--- config.mk ---
export PLATFORM = sky130hd
export DESIGN_NAME = hex_text_to_bytes_parser_core
export DESIGN_NICKNAME = d
export VERILOG_FILES = /design/src/rtl/hxp_pkg.sv /design/src/rtl/hex_text_to_bytes_parser_core.sv
export VERILOG_INCLUDE_DIRS = /design/src /design/src/rtl
export SDC_FILE = /design/constraint.sdc
export NUM_CORES = 1
export LEC_CHECK = 0
export BUFFER_PORTS_ARGS = -buffer_cell sky130_fd_sc_hd__buf_4
export CAP_MARGIN = 10
export CORE_UTILIZATION = 56
export DETAILED_ROUTE_END_ITERATION = 16
export GPL_TIMING_DRIVEN = 0
export PLACE_DENSITY = 0.76
export RECOVER_POWER = 25
export SYNTH_ARGS = -nofsm -noshare
export SYNTH_HDL_FRONTEND = slang
export SYNTH_SLANG_ARGS = --single-unit
export TNS_END_PERCENT = 100
--- constraint.sdc ---
create_clock -name clk_i -period 4.3 [get_ports clk_i]
set_input_delay 0 -clock clk_i [delete_from_list [all_inputs] [get_ports clk_i]]
set_output_delay 0 -clock clk_i [all_outputs]
set_load 0.03 [all_outputs]
--- src/rtl/hex_text_to_bytes_parser_core_assert.svh ---
// Assertion helpers for the hex text parser, clocked on clk_i, off while in reset.
`ifndef HEX_TEXT_TO_BYTES_PARSER_CORE_ASSERT_SVH
`define HEX_TEXT_TO_BYTES_PARSER_CORE_ASSERT_SVH

// Same-cycle implication.
`define HXP_ASSERT_NOW(label, ante, cons) \
  label: assert property (@(posedge clk_i) disable iff (!rst_ni) (ante) |-> (cons)) \
    else $error("hex parser check failed");

// Next-cycle implication.
`define HXP_ASSERT_NEXT(label, ante, cons) \
  label: assert property (@(posedge clk_i) disable iff (!rst_ni) (ante) |=> (cons)) \
    else $error("hex parser check failed");

`endif

--- src/rtl/hxp_pkg.sv ---
`timescale 1ns / 1ps

package hxp_pkg;

  typedef enum logic [1:0] {
    ModeSearch = 2'd0,
    ModeAngle  = 2'd1,
    ModeBrace  = 2'd2,
    ModeDone   = 2'd3
  } mode_e;

  localparam logic OpChar = 1'b0;
  localparam logic OpEnd  = 1'b1;

  localparam logic KindData   = 1'b0;
  localparam logic KindReport = 1'b1;

  localparam logic [7:0] ChAngleOpen  = 8'h3C;  // '<'
  localparam logic [7:0] ChAngleClose = 8'h3E;  // '>'
  localparam logic [7:0] ChBraceOpen  = 8'h7B;  // '{'
  localparam logic [7:0] ChBraceClose = 8'h7D;  // '}'
  localparam logic [7:0] ChZero       = 8'h30;  // '0'
  localparam logic [7:0] ChLowerX     = 8'h78;  // 'x'
  localparam logic [7:0] ChUpperX     = 8'h58;  // 'X'
  localparam logic [7:0] ChNine       = 8'h39;
  localparam logic [7:0] ChLowerA     = 8'h61;
  localparam logic [7:0] ChLowerF     = 8'h66;
  localparam logic [7:0] ChUpperA     = 8'h41;
  localparam logic [7:0] ChUpperF     = 8'h46;
  localparam logic [3:0] NibbleTen    = 4'ha;

  // min(COUNT_MAX, 65535) with COUNT_MAX = 65535
  localparam logic [15:0] CountLimit = 16'hFFFF;

  localparam int FifoDepth = 8;
  localparam int PtrW      = $clog2(FifoDepth);
  localparam int CntW      = PtrW + 1;

  typedef struct packed {
    logic        lo_next;
    logic [3:0]  high;
    logic [15:0] count;
  } nib_t;

  typedef struct packed {
    nib_t       st;
    logic       emit;
    logic [7:0] data;
  } feed_t;

  typedef struct packed {
    logic        kind;
    logic [7:0]  data;
    logic [15:0] count;
  } result_t;

  // {is_hex, value}
  function automatic logic [4:0] hex_digit(input logic [7:0] c);
    logic [4:0] r;
    r = 5'd0;
    if (c >= ChZero && c <= ChNine) begin
      r = {1'b1, c[3:0]};
    end else if (c >= ChLowerA && c <= ChLowerF) begin
      r = {1'b1, 4'(c - ChLowerA) + NibbleTen};
    end else if (c >= ChUpperA && c <= ChUpperF) begin
      r = {1'b1, 4'(c - ChUpperA) + NibbleTen};
    end
    return r;
  endfunction

  function automatic feed_t feed(input nib_t s, input logic [4:0] dig);
    feed_t f;
    f.st   = s;
    f.emit = 1'b0;
    f.data = 8'd0;
    if (dig[4]) begin
      if (s.lo_next) begin
        f.emit       = 1'b1;
        f.data       = {s.high, dig[3:0]};
        f.st.lo_next = 1'b0;
        if (s.count != CountLimit) begin
          f.st.count = s.count + 16'd1;
        end
      end else begin
        f.st.high    = dig[3:0];
        f.st.lo_next = 1'b1;
      end
    end
    return f;
  endfunction

endpackage

--- src/rtl/hex_text_to_bytes_parser_core.sv ---
`timescale 1ns / 1ps
`include "hex_text_to_bytes_parser_core_assert.svh"

// channel | valid       | stall       | payload
// in      | in_valid_i  | in_stall_o  | opcode_i, text_char_i
// out     | out_valid_o | out_stall_i | result_kind_o, data_byte_o, byte_count_o
//
// One character per cycle while in_stall_o is low: an item is registered, decoded
// in one pass against the parser state and its 0..2 results land in an 8-entry
// result queue. The stage register and the queue count lie between accept and valid.
// Input stalls unless the queue can reserve two slots for the staged item and two more.
// Reset clears parser state, the stage valid and the queue pointers.
module hex_text_to_bytes_parser_core (
  input  logic        clk_i,
  input  logic        rst_ni,
  input  logic        in_valid_i,
  output logic        in_stall_o,
  input  logic        opcode_i,
  input  logic [7:0]  text_char_i,
  output logic        out_valid_o,
  input  logic        out_stall_i,
  output logic        result_kind_o,
  output logic [7:0]  data_byte_o,
  output logic [15:0] byte_count_o
);
  import hxp_pkg::*;

  localparam logic [CntW-1:0] DepthCnt = CntW'(FifoDepth);

  logic            stg_vld_q;
  logic            stg_op_q;
  logic [7:0]      stg_char_q;
  logic            in_acc;

  mode_e           mode_q, mode_d;
  nib_t            nib_q, nib_d;
  logic            zero_held_q, zero_held_d;
  logic            take_raw_q, take_raw_d;

  logic [4:0]      dig1, dig2;
  logic [4:0]      char_dig;
  logic            prefix_skip;
  feed_t           f1, f2;
  logic            data_v;
  logic [7:0]      data_b;
  result_t         r0, r1;
  logic [1:0]      n_push;

  result_t         fifo_q [FifoDepth];
  logic [PtrW-1:0] wr_ptr_q, rd_ptr_q;
  logic [CntW-1:0] cnt_q, cnt_d;
  logic [CntW-1:0] reserve;
  logic            pop;

  // slots already owed to the queue, plus two for a new item
  assign reserve    = cnt_q + (stg_vld_q ? CntW'(2) : CntW'(0));
  assign in_stall_o = (reserve + CntW'(2)) > DepthCnt;
  assign in_acc     = in_valid_i && !in_stall_o;

  always_ff @(posedge clk_i or negedge rst_ni) begin
    if (!rst_ni) begin
      stg_vld_q <= 1'b0;
    end else begin
      stg_vld_q <= in_acc;
    end
  end

  always_ff @(posedge clk_i) begin
    if (in_acc) begin
      stg_op_q   <= opcode_i;
      stg_char_q <= text_char_i;
    end
  end

  assign char_dig = hex_digit(stg_char_q);

  always_comb begin
    mode_d      = mode_q;
    zero_held_d = zero_held_q;
    take_raw_d  = take_raw_q;
    dig1        = 5'd0;
    dig2        = 5'd0;
    prefix_skip = 1'b0;
    if (stg_op_q == OpEnd) begin
      if (mode_q == ModeBrace && zero_held_q) begin
        dig1 = {1'b1, 4'd0};
      end
    end else begin
      case (mode_q)
        ModeSearch: begin
          if (stg_char_q == ChAngleOpen) begin
            mode_d = ModeAngle;
          end else if (stg_char_q == ChBraceOpen) begin
            mode_d = ModeBrace;
          end
        end
        ModeAngle: begin
          if (stg_char_q == ChAngleClose) begin
            mode_d = ModeDone;
          end else begin
            dig1 = char_dig;
          end
        end
        ModeBrace: begin
          if (take_raw_q) begin
            take_raw_d = 1'b0;
            dig1       = char_dig;
          end else begin
            if (zero_held_q) begin
              zero_held_d = 1'b0;
              if (stg_char_q == ChLowerX || stg_char_q == ChUpperX) begin
                take_raw_d  = 1'b1;
                prefix_skip = 1'b1;
              end else begin
                dig1 = {1'b1, 4'd0};
              end
            end
            if (!prefix_skip) begin
              if (stg_char_q == ChBraceClose) begin
                mode_d = ModeDone;
              end else if (stg_char_q == ChZero) begin
                zero_held_d = 1'b1;
              end else begin
                dig2 = char_dig;
              end
            end
          end
        end
        default: ;
      endcase
    end

    f1    = feed(nib_q, dig1);
    f2    = feed(f1.st, dig2);
    nib_d = f2.st;

    // a character step yields at most one byte
    data_v = f1.emit || f2.emit;
    data_b = f1.emit ? f1.data : f2.data;

    r0 = '{kind: KindData, data: data_b, count: 16'd0};
    r1 = '{kind: KindReport, data: 8'd0, count: f2.st.count};
    n_push = {1'b0, data_v};

    if (stg_op_q == OpEnd) begin
      n_push = data_v ? 2'd2 : 2'd1;
      if (!data_v) begin
        r0 = r1;
      end
      mode_d      = ModeSearch;
      nib_d       = '0;
      zero_held_d = 1'b0;
      take_raw_d  = 1'b0;
    end

    if (!stg_vld_q) begin
      n_push = 2'd0;
    end
  end

  always_ff @(posedge clk_i or negedge rst_ni) begin
    if (!rst_ni) begin
      mode_q      <= ModeSearch;
      nib_q       <= '0;
      zero_held_q <= 1'b0;
      take_raw_q  <= 1'b0;
    end else if (stg_vld_q) begin
      mode_q      <= mode_d;
      nib_q       <= nib_d;
      zero_held_q <= zero_held_d;
      take_raw_q  <= take_raw_d;
    end
  end

  // result queue
  assign out_valid_o = cnt_q != '0;
  assign pop         = out_valid_o && !out_stall_i;
  assign cnt_d       = cnt_q + CntW'(n_push) - (pop ? CntW'(1) : CntW'(0));

  always_ff @(posedge clk_i or negedge rst_ni) begin
    if (!rst_ni) begin
      wr_ptr_q <= '0;
      rd_ptr_q <= '0;
      cnt_q    <= '0;
    end else begin
      wr_ptr_q <= wr_ptr_q + PtrW'(n_push);
      rd_ptr_q <= rd_ptr_q + (pop ? PtrW'(1) : PtrW'(0));
      cnt_q    <= cnt_d;
    end
  end

  always_ff @(posedge clk_i) begin
    if (n_push != 2'd0) begin
      fifo_q[wr_ptr_q] <= r0;
    end
    if (n_push == 2'd2) begin
      fifo_q[wr_ptr_q + PtrW'(1)] <= r1;
    end
  end

  assign result_kind_o = fifo_q[rd_ptr_q].kind;
  assign data_byte_o   = fifo_q[rd_ptr_q].data;
  assign byte_count_o  = fifo_q[rd_ptr_q].count;

  `HXP_ASSERT_NOW(a_queue_room, stg_vld_q, (cnt_q + CntW'(2)) <= DepthCnt)
  `HXP_ASSERT_NOW(a_zero_in_brace, zero_held_q, mode_q == ModeBrace)
  `HXP_ASSERT_NOW(a_raw_excl, take_raw_q, (mode_q == ModeBrace) && !zero_held_q)
  `HXP_ASSERT_NEXT(a_end_resets, stg_vld_q && (stg_op_q == OpEnd),
                   (mode_q == ModeSearch) && (nib_q == '0) && (cnt_q != '0))

endmodule

==> metrics.txt <==
Async S/R FF share, synth 0.147; Reg power frac 0.367; outcome finished with violations; Worst-path clk slew 0.06 ns; vias in the first global route 8723; worst path cell trace buf_2, or4b_1, a211o_1, a211o_4, o21ai_4, buf_4, nand2_1, nand2_1, nand2_2, ha_4, o21a_1, nand4_1, nand4_1, buf_4, xnor2_2, nor2_1; IO Port Bufs 39; failing checks capacitance limit, slew limit; initial antenna violation count 0; Slew Viols, Final 37; Seq/Total Area, Yosys 0.536; Clock Power Share 0.297; switching power of the nets 2.73 mW; DR WL/cell 21.9 um; unrepaired setup endpoints after global routing yes; chip height 149 um; sw frac 0.348; Worst setup SP type register; Remaining Overflow, GRT 0; f_max ~240 MHz; RD Place Congestion ~0.92; die width 149 um; syn avg cell area between 10 and 15 sq um; post-synth top area cell edfxtp_1; Hold Fails Final Rpt 0; post-synth cell types 77; DRT Pass-1 Iters 5; Final period util 0.966; CTS sink cnt 245; ANT nets after route 0; top_reg_cell synth edfxtp_1; clk_lat worst skew 0.52 ns; CP max FO 10; first-pass GRT wire length ~47 mm; Synth-to-Final Area Change 19.9%; DRC 0; minimum clock period 4.15 ns; CTS root buf clkbuf_16; H-Tree Depth 1; largest net degree at the start of global routing 37; gr usage total 0.279; mapped cell area 12000 sq um; Initial Util 0.571; Syn Nets 1043; CP Class reg -> reg; CTS tree yes; hpwl dp 19.5 mm; DP Cell Count 1316; fin nets approximately 1200; slowest stage cell, crit path or4b_1; setup-violating endpoint count in the final report 0; worst hold path type in -> reg; worst rel slew slack -0.432; wirelength, routed ~31 mm; # IOs 40; Crit. End Element register; # diodes 0; leakage 5.27 nW; Max Root-Sink Buffers 3; clock skew 0.00689 ns; Non-Filler Instances 1404; YS warnings 0; number of synthesized register bits 245; Comb pwr share 0.336; total CTS buffers 26; Worst VDD drop 0.000357 V; pwr dens 542 nW/um^2; area share of the largest cell type after synthesis 0.342; die footprint roughly 22000 sq um; total core area roughly 21000 sq um; Int Pwr 5.10 mW; Commonest cells post-synth nor2_1 (171), edfxtp_1 (137), dfxtp_1 (72); share of cells above drive strength 1 0.229; number of synthesized flops with an enable pin 137; register area ~6500 sq um; via/cell ratio 6.28; Post-Syn Instances 1002; count leader, synth nor2_1; Worst path max stage delay 0.56 ns; # rows 53; ranking of synthesized cells by area edfxtp_1 (34%), dfxtp_1 (12%), mux4_2 (9.3%); max_cap viols 1; WP data required 4.56 ns; DR vias 8818; multi-input logic area 5610 sq um; initial drt markers 840; Worst Tran Pin Value 2.15 ns; Worst Path Arrival 4.41 ns; Fillers 1470; final core occ 0.685
## stage by stage
step | hold WS (ns) | area, sq um | power [mW] | setup slack [ns] | TNS (ns)
final | 0.220 | 14400 | 7.83 | 0.146 | 0
after global routing | 0.218 | 14400 | 8.14 | -0.0397 | -0.756
after CTS | 0.00652 | 14300 | 7.85 | 0.000902 | 0
after detailed placement | 0.00443 | 12700 | 5.47 | -0.993 | -218.41
after global placement | 0.00480 | 12700 | 5.42 | -0.936 | -210.78
after floorplan | -0.296 | 12000 | 4.70 | 0.0662 | 0
## final timing paths
kind                                 from       endpoint  slack [ns]  cells past startpoint
setup / recovery            stg_char_q[3]  fifo_q[3][11]        0.15                     16
setup reg to reg            stg_char_q[3]  fifo_q[3][11]        0.15                     16
hold reg to reg             fifo_q[7][17]  fifo_q[7][17]        0.48                      1
max in group asynchronous          rst_ni       cnt_q[3]        2.41                      2
hold / removal             text_char_i[5]  stg_char_q[5]        0.22                      2
min in group asynchronous          rst_ni      nib_q[13]        0.65                      2
## registers in the layout (all words and copies together), names as in the netlist
signal	cells
stg_char_q	8
stg_vld_q	1
wr_ptr_q	3
zero_held_q	1
rd_ptr_q	3
take_raw_q	1
nib_q	21
mode_q	2
cnt_q	4
stg_op_q	1
fifo_q	200
## logic make-up (layout without fill, tap and decap cells)
family          count (synthesis)  count (layout)  synth area share
simple gates                  325             325             0.127
buf+inv                       104             230            0.0330
fa+ha+maj                      28              28            0.0310
mux                            83              83             0.126
xor+xnor                       23              24            0.0210
compound gates                194             194             0.126
flops                         245             245             0.536
## timing repair
item                       CTS  global route
hold buffers                12             0
gates cloned                 0             1
buffers inserted            24             5
hold endpoints to repair    47             0
resized for setup           85            43
pin swaps                    7             9
setup endpoints to repair  344           311
## power groups by stage
stage	Clock (mW)	Combinational [mW]	Sequential, mW
2_1_floorplan	0	1.83	2.86
3_3_place_gp	0	2.52	2.90
4_1_cts	2.33	2.66	2.86
6_report	2.32	2.63	2.88
3_5_place_dp	0	2.56	2.91
5_1_grt	2.43	2.81	2.90
## layout make-up
type	count	share of cell area
flip-flops and latches	245	0.447
multi-input cells	654	0.388
clock buffers	44	0.0619
repair buffers	80	0.0443
well taps	275	0.0238
plain buffers	53	0.0182
inverters	49	0.0148
clock inverters	4	0.00173
## worst max-delay path: cells and delay by family (launching register included)
family,cells,cell delay [ns]
AOI/OAI and AO/OA,4,1.03
xor gates and xnor gates,1,0.33
adders and majority gates,1,0.20
buffers and inverters,3,0.60
DFF,1,0.35
and+or+nand+nor,7,1.38
## metal layers
metal	GRT usage	routed length [um]
met5	0	0
met4	0.0722	637
met3	0.0387	2410
met2	0.474	15100
met1	0.378	12500
## layout by cell type, fill, tap and decap left out, drive strengths merged, types with 8 or more instances in the layout
cell | netlist | routed
dlygate4sd3 | 0 | 12
dfrtp | 36 | 36
a21oi | 33 | 33
mux2 | 27 | 27
clkinvlp | 0 | 8
xnor2 | 13 | 14
and3 | 9 | 9
o21ai | 13 | 13
o2bb2ai | 13 | 13
nand2 | 44 | 44
xor2 | 9 | 9
dfxtp | 72 | 72
nand4 | 13 | 13
nor3 | 21 | 21
edfxtp | 137 | 137
nand3 | 19 | 19
mux4 | 50 | 50
a2bb2oi | 8 | 8
buf | 7 | 43
ha | 25 | 25
nor2 | 171 | 171
a22o | 64 | 64
clkbuf | 48 | 122
inv | 49 | 43
(Power assumes the default switching activity.)
